--- config.mk ---
export PLATFORM = sky130hd
export DESIGN_NAME = ght_ctrl
export DESIGN_NICKNAME = d
export VERILOG_FILES = /design/src/rtl/core/ght_pkg.sv /design/src/rtl/core/ght_ctrl.sv
export SDC_FILE = /design/constraint.sdc
export NUM_CORES = 1
export LEC_CHECK = 0
export ABC_AREA = 0
export ABC_CLOCK_PERIOD_IN_PS = 2060
export BUFFER_PORTS_ARGS = -buffer_cell sky130_fd_sc_hd__buf_2
export CORE_AREA = 3 3 40 42
export CTS_BUF_LIST = sky130_fd_sc_hd__clkbuf_4
export CTS_CLUSTER_SIZE = 8
export DETAILED_ROUTE_END_ITERATION = 10
export DIE_AREA = 0 0 43 45
export PLACE_DENSITY = 0.48
export SLEW_MARGIN = 20
export SYNTH_ARGS = -nofsm -noshare
export SYNTH_HDL_FRONTEND = slang
export SYNTH_SLANG_ARGS = --single-unit
--- constraint.sdc ---
create_clock -name i_clk -period 2.06 [get_ports i_clk]
set_input_delay 0.309 -clock i_clk [delete_from_list [all_inputs] [get_ports i_clk]]
set_output_delay 0.309 -clock i_clk [all_outputs]
set_load 0.05 [all_outputs]
--- src/rtl/core/ght_pkg.sv ---
// shared types, codes and helpers of the generational handle table
package ght_pkg;

    // request modes
    localparam logic [2:0] MODE_INSERT       = 3'd0;
    localparam logic [2:0] MODE_LOOKUP       = 3'd1;
    localparam logic [2:0] MODE_CLOSE_KIND   = 3'd2;
    localparam logic [2:0] MODE_CLOSE_STORED = 3'd3;
    localparam logic [2:0] MODE_ALIVE        = 3'd4;
    localparam logic [2:0] MODE_DISPOSE      = 3'd5;

    // result status codes
    localparam logic [2:0] ST_OK       = 3'd0;
    localparam logic [2:0] ST_BAD_ARG  = 3'd1;
    localparam logic [2:0] ST_CLOSED   = 3'd2;
    localparam logic [2:0] ST_RANGE    = 3'd3;
    localparam logic [2:0] ST_STALE    = 3'd4;
    localparam logic [2:0] ST_WRONG    = 3'd5;
    localparam logic [2:0] ST_FULL     = 3'd6;
    localparam logic [2:0] ST_OVERFLOW = 3'd7;

    // register indexes, taken from paddr[2]
    localparam logic CFG_IDX_SLOTS      = 1'b0;
    localparam logic CFG_IDX_KIND_LIMIT = 1'b1;

    localparam logic [5:0] CFG_SLOTS_RST      = 6'd32;
    localparam logic [4:0] CFG_KIND_LIMIT_RST = 5'd10;

    // kind used by close stored kind when the stored kind is not valid
    localparam logic [3:0] KIND_FALLBACK = 4'd5;

    typedef struct packed {
        logic [2:0]  mode;
        logic [31:0] slot;
        logic [31:0] generation;
        logic [3:0]  kind;
        logic [63:0] payload;
        logic        has_cleanup;
        logic [63:0] cleanup_tag;
    } t_req;

    typedef struct packed {
        logic [2:0]  status;
        logic [5:0]  slot_out;
        logic [31:0] generation_out;
        logic [63:0] payload_out;
        logic        alive;
        logic        cleanup_fire;
        logic [63:0] cleanup_tag_out;
        logic [5:0]  live_count;
        logic        last;
    } t_rsp;

    // controller to datapath
    typedef struct packed {
        logic accept;
        logic exec;
        logic count;
        logic dscan;
        logic dread;
        logic dempty;
    } t_cmd;

    // datapath to controller
    typedef struct packed {
        logic req_dispose;
        logic any_live;
        logic rsp_last;
    } t_sts;

    function automatic logic kind_ok(input logic [3:0] k, input logic [4:0] lim);
        return (k != 4'd0) && ({1'b0, k} < lim);
    endfunction

endpackage

--- src/rtl/core/ght_ctrl.sv ---
// sequencer of the handle table: request, count, dispose walk and result handshake
module ght_ctrl (
    input  logic          i_clk,
    input  logic          i_rst_n,
    input  logic          i_req_valid,
    output logic          o_req_ready,
    output logic          o_rsp_valid,
    input  logic          i_rsp_ready,
    input  ght_pkg::t_sts i_sts,
    output ght_pkg::t_cmd o_cmd
);

    typedef enum logic [2:0] {
        S_IDLE,
        S_EXEC,
        S_COUNT,
        S_DSCAN,
        S_DREAD,
        S_OUT
    } t_state;

    t_state r_state;
    t_state n_state;
    logic   r_req_ready;
    logic   r_rsp_valid;

    always_comb begin
        n_state = r_state;
        o_cmd   = '0;
        unique case (r_state)
            S_IDLE: begin
                if (i_req_valid) begin
                    o_cmd.accept = 1'b1;
                    n_state      = i_sts.req_dispose ? S_DSCAN : S_EXEC;
                end
            end
            S_EXEC: begin
                o_cmd.exec = 1'b1;
                n_state    = S_COUNT;
            end
            S_COUNT: begin
                o_cmd.count = 1'b1;
                n_state     = S_OUT;
            end
            S_DSCAN: begin
                if (i_sts.any_live) begin
                    o_cmd.dscan = 1'b1;
                    n_state     = S_DREAD;
                end else begin
                    // no event left: first pass gives one empty result
                    o_cmd.dempty = 1'b1;
                    n_state      = S_OUT;
                end
            end
            S_DREAD: begin
                o_cmd.dread = 1'b1;
                n_state     = S_OUT;
            end
            S_OUT: begin
                if (i_rsp_ready) begin
                    n_state = i_sts.rsp_last ? S_IDLE : S_DSCAN;
                end
            end
            default: n_state = S_IDLE;
        endcase
    end

    always_ff @(posedge i_clk) begin
        if (!i_rst_n) begin
            r_state     <= S_IDLE;
            r_req_ready <= 1'b1;
            r_rsp_valid <= 1'b0;
        end else begin
            r_state     <= n_state;
            r_req_ready <= (n_state == S_IDLE);
            r_rsp_valid <= (n_state == S_OUT);
        end
    end

    assign o_req_ready = r_req_ready;
    assign o_rsp_valid = r_rsp_valid;

endmodule

==> flow_metrics.tcl, run 1 <==
set metrics [dict create \
    status "completed" \
    vias_per_cell 4.60 \
    static-leakage-power_nw 0.201 \
    holdCritStartpoint "i_rst_n" \
    clockPowerShare_pct 27.5 \
    cts_hold_buffers 0 \
    post_synth_inst_count 37 \
    post_cts_buffers 0 \
    ios 15 \
    synthToLayoutAreaGrowth_pct 34.0 \
    clock_tree_from_tritoncts "done" \
    detail-route-antenna-nets 0 \
    overflow 0 \
    routed-via-count 308 \
    cts_max_path_buffers 2 \
    crit_path_end_kind "primary output" \
    timing.final.max_slew_violations 0 \
    postRouteWirelength_um 660 \
    start_kind "flip-flop" \
    dieHeight_um 45 \
    syn_nets 44 \
    fmax_mhz 578 \
    gr-usage-met2_pct 11.1 \
    ys_seq_area_share_pct 33.6 \
    library_cell_with_the_highest_instance_count_after_synthesis "nor2_1" \
    timing.critical_path.required_ps 1750 \
    syn-mean-instance-area_um2 8.05 \
    grt_util_met3_pct 7.17 \
    crit_type "reg -> out" \
    drt_drc_violations_left 0 \
    fin_worst_skew_ps 2.81 \
    cts_sinks 5 \
    postSynthRegisterBits 5 \
    hold-worst-slack_ps 293 \
    fillCellCount 142 \
    instances_no_fill 67 \
    grt_pass1_wl_um 1140 \
    worstPathArrival_ps 1420 \
    routed_wire_length_per_instance_um 9.85 \
    synthTopCellsByArea "dfxtp_1 34%, nor2_1 7.6%, nor3b_1 7.6%" \
    peak_vdd_ir_v 0.000487 \
    postSynth.asyncResetShare_pct 0 \
    count_of_flip_flops_with_a_built_in_enable_after_synthesis 0 \
    max-cap-violations 0 \
    final-seq-area_um2 100 \
    total_power_w 0.000464 \
    core.rowCount 13 \
    clk_transition_reported_paths_ps 50 \
    synth.cell_area_um2 298 \
    count_of_endpoints_failing_hold_in_the_final_timing_report 0 \
    worst_pin_slew_ps 390 \
    slew_headroom_pct 74.0 \
    cellPowerDensity_nw_per_um2 1160 \
    post_route_cells_drive_above_1_share_pct 42.3 \
    multi_input_comb_area_um2 180 \
    setup_repair_after_global_routing_missed_its_margin "no" \
    timing.setup.tns_ps 0 \
    layout_worst_path_cycle_share_pct 83.9 \
    core_area_um2 1280 \
    drt_first_iter_violations 3 \
    cts_made_buffers 3 \
    postCtsResizedCells 0 \
    buffer_ports.inserted 14 \
    setup.worst_path.start "r_state[0]$_SDFF_PN0_" \
    switching_share_pct 42.9 \
    first_pass_iters 4 \
    yosysTopAreaCell "dfxtp_1" \
    synth_flop_type "dfxtp_1" \
    grt_start_max_net_pins 14 \
    finish.utilization_pct 31.1 \
    yosys-top-cells-count "6 x nor2_1, 5 x dfxtp_1, 4 x nand2_1" \
    internal_power_w 0.000265 \
    grt_most_used_layer "met2" \
    floorplan.die_area_um2 1940 \
    yosysWarningCount 0 \
    reg2reg_from "r_state[0]$_SDFF_PN0_" \
    setup-violations-final 0 \
    path_max_fanout 10 \
    finish.net_count 60 \
    clockRootBuffer "clkbuf_4" \
    cts-htree-levels 1 \
    netlist-cell-type-count 23 \
    chipWidth_um 43 \
    first_global_vias 270 \
    synth_top_cell_area_share_pct 33.6 \
    power.net_switching_w 0.000199 \
    clk-insertion-delay-late_ps 240 \
    met1_usage_pct 9.18 \
    global_route.usage.total_pct 8.25 \
    final_period_minus_worst_setup_slack_ps 1730 \
    routabilityCongestion 0.738 \
    antenna_found_initial 0 \
    initial_core_util_pct 23.2 \
    share_comb_of_total_power_pct 41.2 \
    dp_cells 63 \
    antenna_cells 0 \
    worst_hold_path_type "in -> reg" \
    power.share.sequential_pct 31.4 \
]
placed cells by master, fill, tap and decap left out, drive strengths merged, types with 2 or more instances in the layout:
cell type / Yosys / final
nand2: 4 / 4
nor2: 6 / 6
clkbuf: 0 / 4
o21ai: 2 / 2
nor3b: 3 / 3
and2b: 2 / 2
buf: 3 / 14
dfxtp: 5 / 5
worst paths after layout:
check | slack, ps | to | depth (start not counted)
setup / recovery | 330 | o_cmd[4] | 3
hold / removal | 290 | o_req_ready$_SDFF_PN1_ | 2
setup reg to reg | 690 | o_req_ready$_SDFF_PN1_ | 4
hold reg to reg | 680 | o_req_ready$_SDFF_PN1_ | 2
registers in the layout, summed over array words and instances (netlist names):
name / cells
r_state: 3
o_req_ready: 1
o_rsp_valid: 1
final cells by class:
type / count / share of cell area [%]
Clock buffer: 4 / 7.52
Multi-Input combinational cell: 29 / 45.1
Sequential cell: 5 / 25.1
Tap cell: 15 / 4.70
Timing Repair Buffer: 14 / 17.6
power by group through the flow:
stage	sequential (W)	combinational [W]	clock (W)
CTS	0.000146	0.000194	0.000137
global route	0.000151	0.000206	0.000144
detailed placement	0.000147	0.000193	0
floorplan	0.000153	0.000157	0
finish	0.000146	0.000191	0.000128
global placement	0.000148	0.000194	0
metrics by stage:
step,instance area [um^2],worst slack (ps)
after floorplan,304,100
after global placement,369,594
after detailed placement,369,589
after CTS,399,307
after global routing,399,258
final,399,331
routing by layer:
| layer | up-vias | wire length [um] |
|---|---|---|
| li1 | 159 | - |
| met1 | 135 | 312 |
| met2 | 14 | 262 |
| met3 | 0 | 85 |
| met4 | 0 | 0 |
| met5 | - | 0 |
kinds of logic after synthesis:
group,share of synthesized area [%]
compound gates,12.6
simple gates,42.4
buf+inv,7.98
flops,33.6
mux,3.36
critical path: stages, from the launching register on:
cell and delay, ps:
dfxtp_1 480, or2b_2 340, nor2_1 90, buf_2 270
(Power assumes the default switching activity.)
==> inputs of run 2 (changes only) <==
--- a/config.mk
+++ b/config.mk
@@ -5,8 +5,8 @@
 export SDC_FILE = /design/constraint.sdc
 export NUM_CORES = 1
 export LEC_CHECK = 0
-export ABC_AREA = 0
-export ABC_CLOCK_PERIOD_IN_PS = 2060
+export ABC_AREA = 1
+export ABC_CLOCK_PERIOD_IN_PS = 1400
 export BUFFER_PORTS_ARGS = -buffer_cell sky130_fd_sc_hd__buf_2
 export CORE_AREA = 3 3 40 42
 export CTS_BUF_LIST = sky130_fd_sc_hd__clkbuf_4
==> constraint.sdc (replaced) <==
create_clock -name i_clk -period 1.4 [get_ports i_clk]
set_input_delay 0.21 -clock i_clk [delete_from_list [all_inputs] [get_ports i_clk]]
set_output_delay 0.21 -clock i_clk [all_outputs]
set_load 0.05 [all_outputs]
==> flow_metrics.tcl, run 2 <==
set metrics [dict create \
    status "completed" \
    cts_max_path_buffers 2 \
    clockRootBuffer "clkbuf_4" \
    synthToLayoutAreaGrowth_pct 52.3 \
    fillCellCount 155 \
    layout_worst_path_cycle_share_pct 95.1 \
    total_power_w 0.000811 \
    routed_wire_length_per_instance_um 8.32 \
    ys_seq_area_share_pct 36.0 \
    cts_sinks 5 \
    cts-htree-levels 1 \
    detail-route-antenna-nets 0 \
    first_global_vias 283 \
    worst_hold_path_type "in -> reg" \
    crit_type "reg -> out" \
    timing.final.max_slew_violations 0 \
    finish.net_count 72 \
    postSynthRegisterBits 5 \
    peak_vdd_ir_v 0.000416 \
    grt_pass1_wl_um 1080 \
    grt_start_max_net_pins 8 \
    routabilityCongestion 0.779 \
    worstReg2RegEnd "o_req_ready$_SDFF_PN1_" \
    antenna_cells 0 \
    clock_tree_from_tritoncts "done" \
    setup-violations-final 0 \
    ios 15 \
    postRouteWirelength_um 657 \
    instances_no_fill 79 \
    clk_transition_reported_paths_ps 40 \
    overflow 0 \
    post_synth_inst_count 46 \
    start_kind "flip-flop" \
    initial_core_util_pct 21.6 \
    drt_drc_violations_left 0 \
    synthTopCellsByArea "dfxtp_1 36%, inv_1 16%, nand2_1 12%" \
    final_period_minus_worst_setup_slack_ps 1330 \
    min_delay_path_depth 2 \
    mostFrequentLayoutCells "12 x inv_1, 9 x nand2_1, 9 x buf_2" \
    yosys-top-cells-count "12 x inv_1, 9 x nand2_1, 8 x nor2_1" \
    worstPathArrival_ps 1120 \
    postSynth.asyncResetShare_pct 0 \
    routed-via-count 313 \
    synth.cell_area_um2 278 \
    post_route_cells_drive_above_1_share_pct 40.6 \
    dp_cells 75 \
    cts_hold_buffers 0 \
    static-leakage-power_nw 0.264 \
    netlist-cell-type-count 10 \
    fmax_mhz 751 \
    dieHeight_um 45 \
    first_pass_iters 4 \
    clk-insertion-delay-late_ps 240 \
    cts_made_buffers 3 \
    fin_worst_skew_ps 4.68 \
    count_of_endpoints_failing_hold_in_the_final_timing_report 0 \
    synth_flop_type "dfxtp_1" \
    r2r.worst_path.cells 6 \
    vias_per_cell 3.96 \
    syn-mean-instance-area_um2 6.04 \
    setup_repair_after_global_routing_missed_its_margin "no" \
    reg2reg_from "r_state[1]$_SDFF_PN0_" \
    max_flop_register "r_state" \
    library_cell_with_the_highest_instance_count_after_synthesis "inv_1" \
    path_max_fanout 7 \
    antenna_found_initial 0 \
    core.rowCount 13 \
    crit_path_end_kind "primary output" \
    global_route.usage.total_pct 7.49 \
    chipWidth_um 43 \
    count_of_flip_flops_with_a_built_in_enable_after_synthesis 0 \
    largest_reg_flops 3 \
    worst_hold_path.endpoint "o_req_ready$_SDFF_PN1_" \
    buffer_ports.inserted 14 \
    floorplan.die_area_um2 1940 \
    synth_top_cell_area_share_pct 36.0 \
    worst_pin_slew_ps 249 \
    timing.critical_path.required_ps 1190 \
    yosysTopAreaCell "dfxtp_1" \
    max-cap-violations 0 \
    drt_first_iter_violations 9 \
    final_common_cell "inv_1" \
    post_cts_buffers 0 \
    cellPowerDensity_nw_per_um2 1920 \
    core_area_um2 1280 \
    holdCritStartpoint "i_rst_n" \
    slew_headroom_pct 83.5 \
    syn_nets 53 \
    setup.reg_to_reg.worst_slack_ps 390 \
    yosysWarningCount 0 \
]
-- run 2: power by group --
| group | internal (W) | total [W] | switching, W |
|---|---|---|---|
| Combinational | 0.000115 | 0.000407 | 0.000292 |
| Clock | 0.000127 | 0.000182 | 0.0000553 |
| Sequential | 0.000184 | 0.000221 | 0.0000373 |
-- run 2: metrics by stage --
step | utilization (%) | TNS (ps) | setup WS [ps] | hold slack, ps | area, um^2
after global placement | 29.1 | 0 | 177 | 419 | 374
after CTS | 32.2 | -8.91 | -8.91 | 179 | 414
after global routing | 32.9 | 0 | 2.10 | 210 | 423
final | 32.9 | 0 | 68.2 | 180 | 423
after floorplan | - | 0 | 111 | 279 | 285
after detailed placement | 29.1 | 0 | 177 | 424 | 374
-- run 2: what timing repair did --
| item | 4_1_cts | 5_1_grt |
|---|---|---|
| endpoints found under the setup margin | 3 | 6 |
| pin swaps | 0 | 0 |
| endpoints found under the hold margin | 0 | 0 |
| gates resized for setup | 4 | 5 |
-- run 2: cell families after synthesis --
group | Yosys count | share of synthesized area, %
AOI/OAI and AO/OA | 1 | 1.80
and+or+nand+nor | 28 | 45.9
DFF | 5 | 36.0
buffers and inverters | 12 | 16.2
-- run 2: layout make-up --
class / instances / area (um^2) / area share [%]
Clock buffer: 4 / 30.0 / 7.10
Inverter: 12 / 45.0 / 10.7
Multi-Input combinational cell: 29 / 143 / 33.7
Sequential cell: 5 / 104 / 24.6
Tap cell: 15 / 18.8 / 4.44
Timing Repair Buffer: 14 / 82.6 / 19.5
-- run 2: worst max path at each step --
stage,from,to,slack (ps),depth (start not counted)
5_1_grt,r_state[1]$_SDFF_PN0_,o_cmd[0],2,5
6_report,r_state[2]$_SDFF_PN0_,o_cmd[4],70,4
4_1_cts,r_state[1]$_SDFF_PN0_,o_cmd[0],-9,5
3_5_place_dp,r_state[2]$_SDFF_PN0_,o_cmd[4],180,4
3_3_place_gp,r_state[2]$_SDFF_PN0_,o_cmd[4],180,4
2_1_floorplan,r_state[1]$_SDFF_PN0_,o_cmd[2],110,2
-- run 2: layer usage --
metal | vias up | share of wire (%) | track usage (%)
li1 | 177 | - | -
met1 | 122 | 47 | 8.43
met2 | 12 | 43 | 12.9
met3 | 2 | 7.8 | 1.20
met4 | 0 | 2.0 | 5.42
met5 | - | 0 | 0
-- run 2: critical path: stages, from the launching register on --
cell,delay (ps)
dfxtp_2,350
nor2_2,160
inv_1,100
nor2_2,80
buf_4,190
==> inputs of run 3 (changes only) <==
--- a/config.mk
+++ b/config.mk
@@ -7,7 +7,7 @@
 export LEC_CHECK = 0
 export ABC_AREA = 1
 export ABC_CLOCK_PERIOD_IN_PS = 1400
-export BUFFER_PORTS_ARGS = -buffer_cell sky130_fd_sc_hd__buf_2
+export BUFFER_PORTS_ARGS = -buffer_cell sky130_fd_sc_hd__buf_4
 export CORE_AREA = 3 3 40 42
 export CTS_BUF_LIST = sky130_fd_sc_hd__clkbuf_4
 export CTS_CLUSTER_SIZE = 8
==> flow_metrics.tcl, run 3 (synthesized netlist as in run 2, its figures left out) <==
set metrics [dict create \
    postRouteWirelength_um 629 \
    cts_hold_buffers 0 \
    floorplan.die_area_um2 1940 \
    buffer_ports.inserted 14 \
    worstSetupPathDepth 4 \
    post_route_cells_drive_above_1_share_pct 40.6 \
    clk-insertion-delay-late_ps 240 \
    endpoint "o_cmd[4]" \
    count_of_endpoints_failing_hold_in_the_final_timing_report 0 \
    critPathSlowestCell "dfxtp_2" \
    cts_sinks 5 \
    synthToLayoutAreaGrowth_pct 65.3 \
    setup.reg_to_reg.worst_slack_ps 400 \
    routed_wire_length_per_instance_um 7.96 \
    cts_made_buffers 3 \
    layout_worst_path_cycle_share_pct 93.7 \
    path_max_fanout 7 \
    detail-route-antenna-nets 0 \
    timing.final.max_slew_violations 0 \
    instances_no_fill 79 \
    first_pass_iters 4 \
    holdCritStartpoint "i_rst_n" \
    max_flop_register "r_state" \
    r2r.worst_path.cells 6 \
    crit_path_end_kind "primary output" \
    fmax_mhz 762 \
    vias_per_cell 4.04 \
    core_area_um2 1280 \
    setup_repair_after_global_routing_missed_its_margin "no" \
    place.detailed.hpwl_um 523 \
    grt_start_max_net_pins 8 \
    finish.net_count 72 \
    critical_path.most_common_cell "nor2_2" \
    ios 15 \
    reg2reg_from "r_state[1]$_SDFF_PN0_" \
    post_cts_buffers 0 \
    dieHeight_um 45 \
    start_kind "flip-flop" \
    routabilityCongestion 0.709 \
    mostFrequentLayoutCells "12 x inv_1, 11 x buf_4, 9 x nand2_1" \
    static-leakage-power_nw 0.274 \
    final_period_minus_worst_setup_slack_ps 1310 \
    clk_transition_reported_paths_ps 50 \
    worstPathArrival_ps 1100 \
    core.rowCount 13 \
    routed-via-count 319 \
    slew_headroom_pct 88.3 \
    chipWidth_um 43 \
    final_common_cell "inv_1" \
    drt_first_iter_violations 13 \
    status "completed" \
    drt_drc_violations_left 0 \
    fin_worst_skew_ps 2.76 \
    critical_path.top_delay_family "flip-flops" \
    worst_hold_path_type "in -> reg" \
    grt_pass1_wl_um 1050 \
    cts_max_path_buffers 2 \
    overflow 0 \
    initial_core_util_pct 21.6 \
    largest_reg_flops 3 \
    clockRootBuffer "clkbuf_4" \
    timing.critical_path.required_ps 1190 \
    combined_buffer_and_inverter_count_along_the_critical_path 2 \
    dp_cells 75 \
    worstReg2RegEnd "o_req_ready$_SDFF_PN1_" \
    global_route.usage.total_pct 7.49 \
    cts-htree-levels 1 \
    critPathMaxStageDelay_ps 350 \
    setup-violations-final 0 \
    peak_vdd_ir_v 0.000709 \
    antenna_found_initial 0 \
    cellPowerDensity_nw_per_um2 1830 \
    first_global_vias 275 \
    worst_pin_slew_ps 175 \
    max-cap-violations 0 \
    crit_type "reg -> out" \
    timing.setup.tns_ps 0 \
    setup.worst_path.start "r_state[2]$_SDFF_PN0_" \
    antenna_cells 0 \
    path_cells "nor2_2 > inv_1 > nor2_2 > buf_6" \
    clock_tree_from_tritoncts "done" \
]
run 3: changes by cell type in the layout (fill, tap and decap cells not counted):
| cell | change |
|---|---|
| clkbuf_4 | -2 |
| dfxtp_4 | +1 |
| buf_2 | -9 |
| buf_4 | +8 |
| dfxtp_2 | -1 |
| buf_6 | +3 |
run 3: cell type report:
type / instances / area (um^2)
fill: 138 / 826
sequential: 5 / 106
timing repair buffer: 14 / 116
tap: 15 / 18.8
clock buffer: 4 / 30.0
inverter: 12 / 45.0
multi-input combinational: 29 / 143
run 3: how the worst min path moves through the flow:
stage / cells after the start / to
after global routing: 2 / o_req_ready$_SDFF_PN1_
after detailed placement: 2 / o_req_ready$_SDFF_PN1_
after global placement: 2 / o_req_ready$_SDFF_PN1_
after floorplan: 1 / o_req_ready$_SDFF_PN1_
final: 2 / o_req_ready$_SDFF_PN1_
after CTS: 2 / o_req_ready$_SDFF_PN1_
run 3: metal layers:
| layer | GRT usage [%] | part of all wire (%) | vias to the layer above |
|---|---|---|---|
| li1 | - | - | 177 |
| met1 | 8.17 | 47 | 130 |
| met2 | 10.8 | 42 | 12 |
| met3 | 6.77 | 11 | 0 |
| met4 | 1.81 | 0 | 0 |
| met5 | 0 | 0 | - |
run 3: metrics by stage:
stage          hold slack [ps]  power, W  util [%]  setup WS, ps  cell area, um^2
2_1_floorplan              279  0.000521         -           111              285
3_3_place_gp               407  0.000640      31.8           230              409
3_5_place_dp               408  0.000638      31.8           229              409
4_1_cts                    147  0.000837      34.4          3.49              442
5_1_grt                    147  0.000905      35.7          9.90              459
6_report                   155  0.000840      35.7          87.7              459
run 3: worst reg2reg max path, delay by kind of cell (launching register included):
family          cells  cell delay (ps)
buf+inv             1               80
flops               1              350
compound gates      1               70
simple gates        4              380
run 3: power breakdown:
group,internal [W],switching [W]
logic,0.000140,0.000291
clock network,0.000127,0.0000596
registers,0.000186,0.0000371
run 3: repair_timing:
action,4_1_cts,5_1_grt
setup endpoints to repair,1,5
pin swaps,0,0
gates resized for setup,1,7
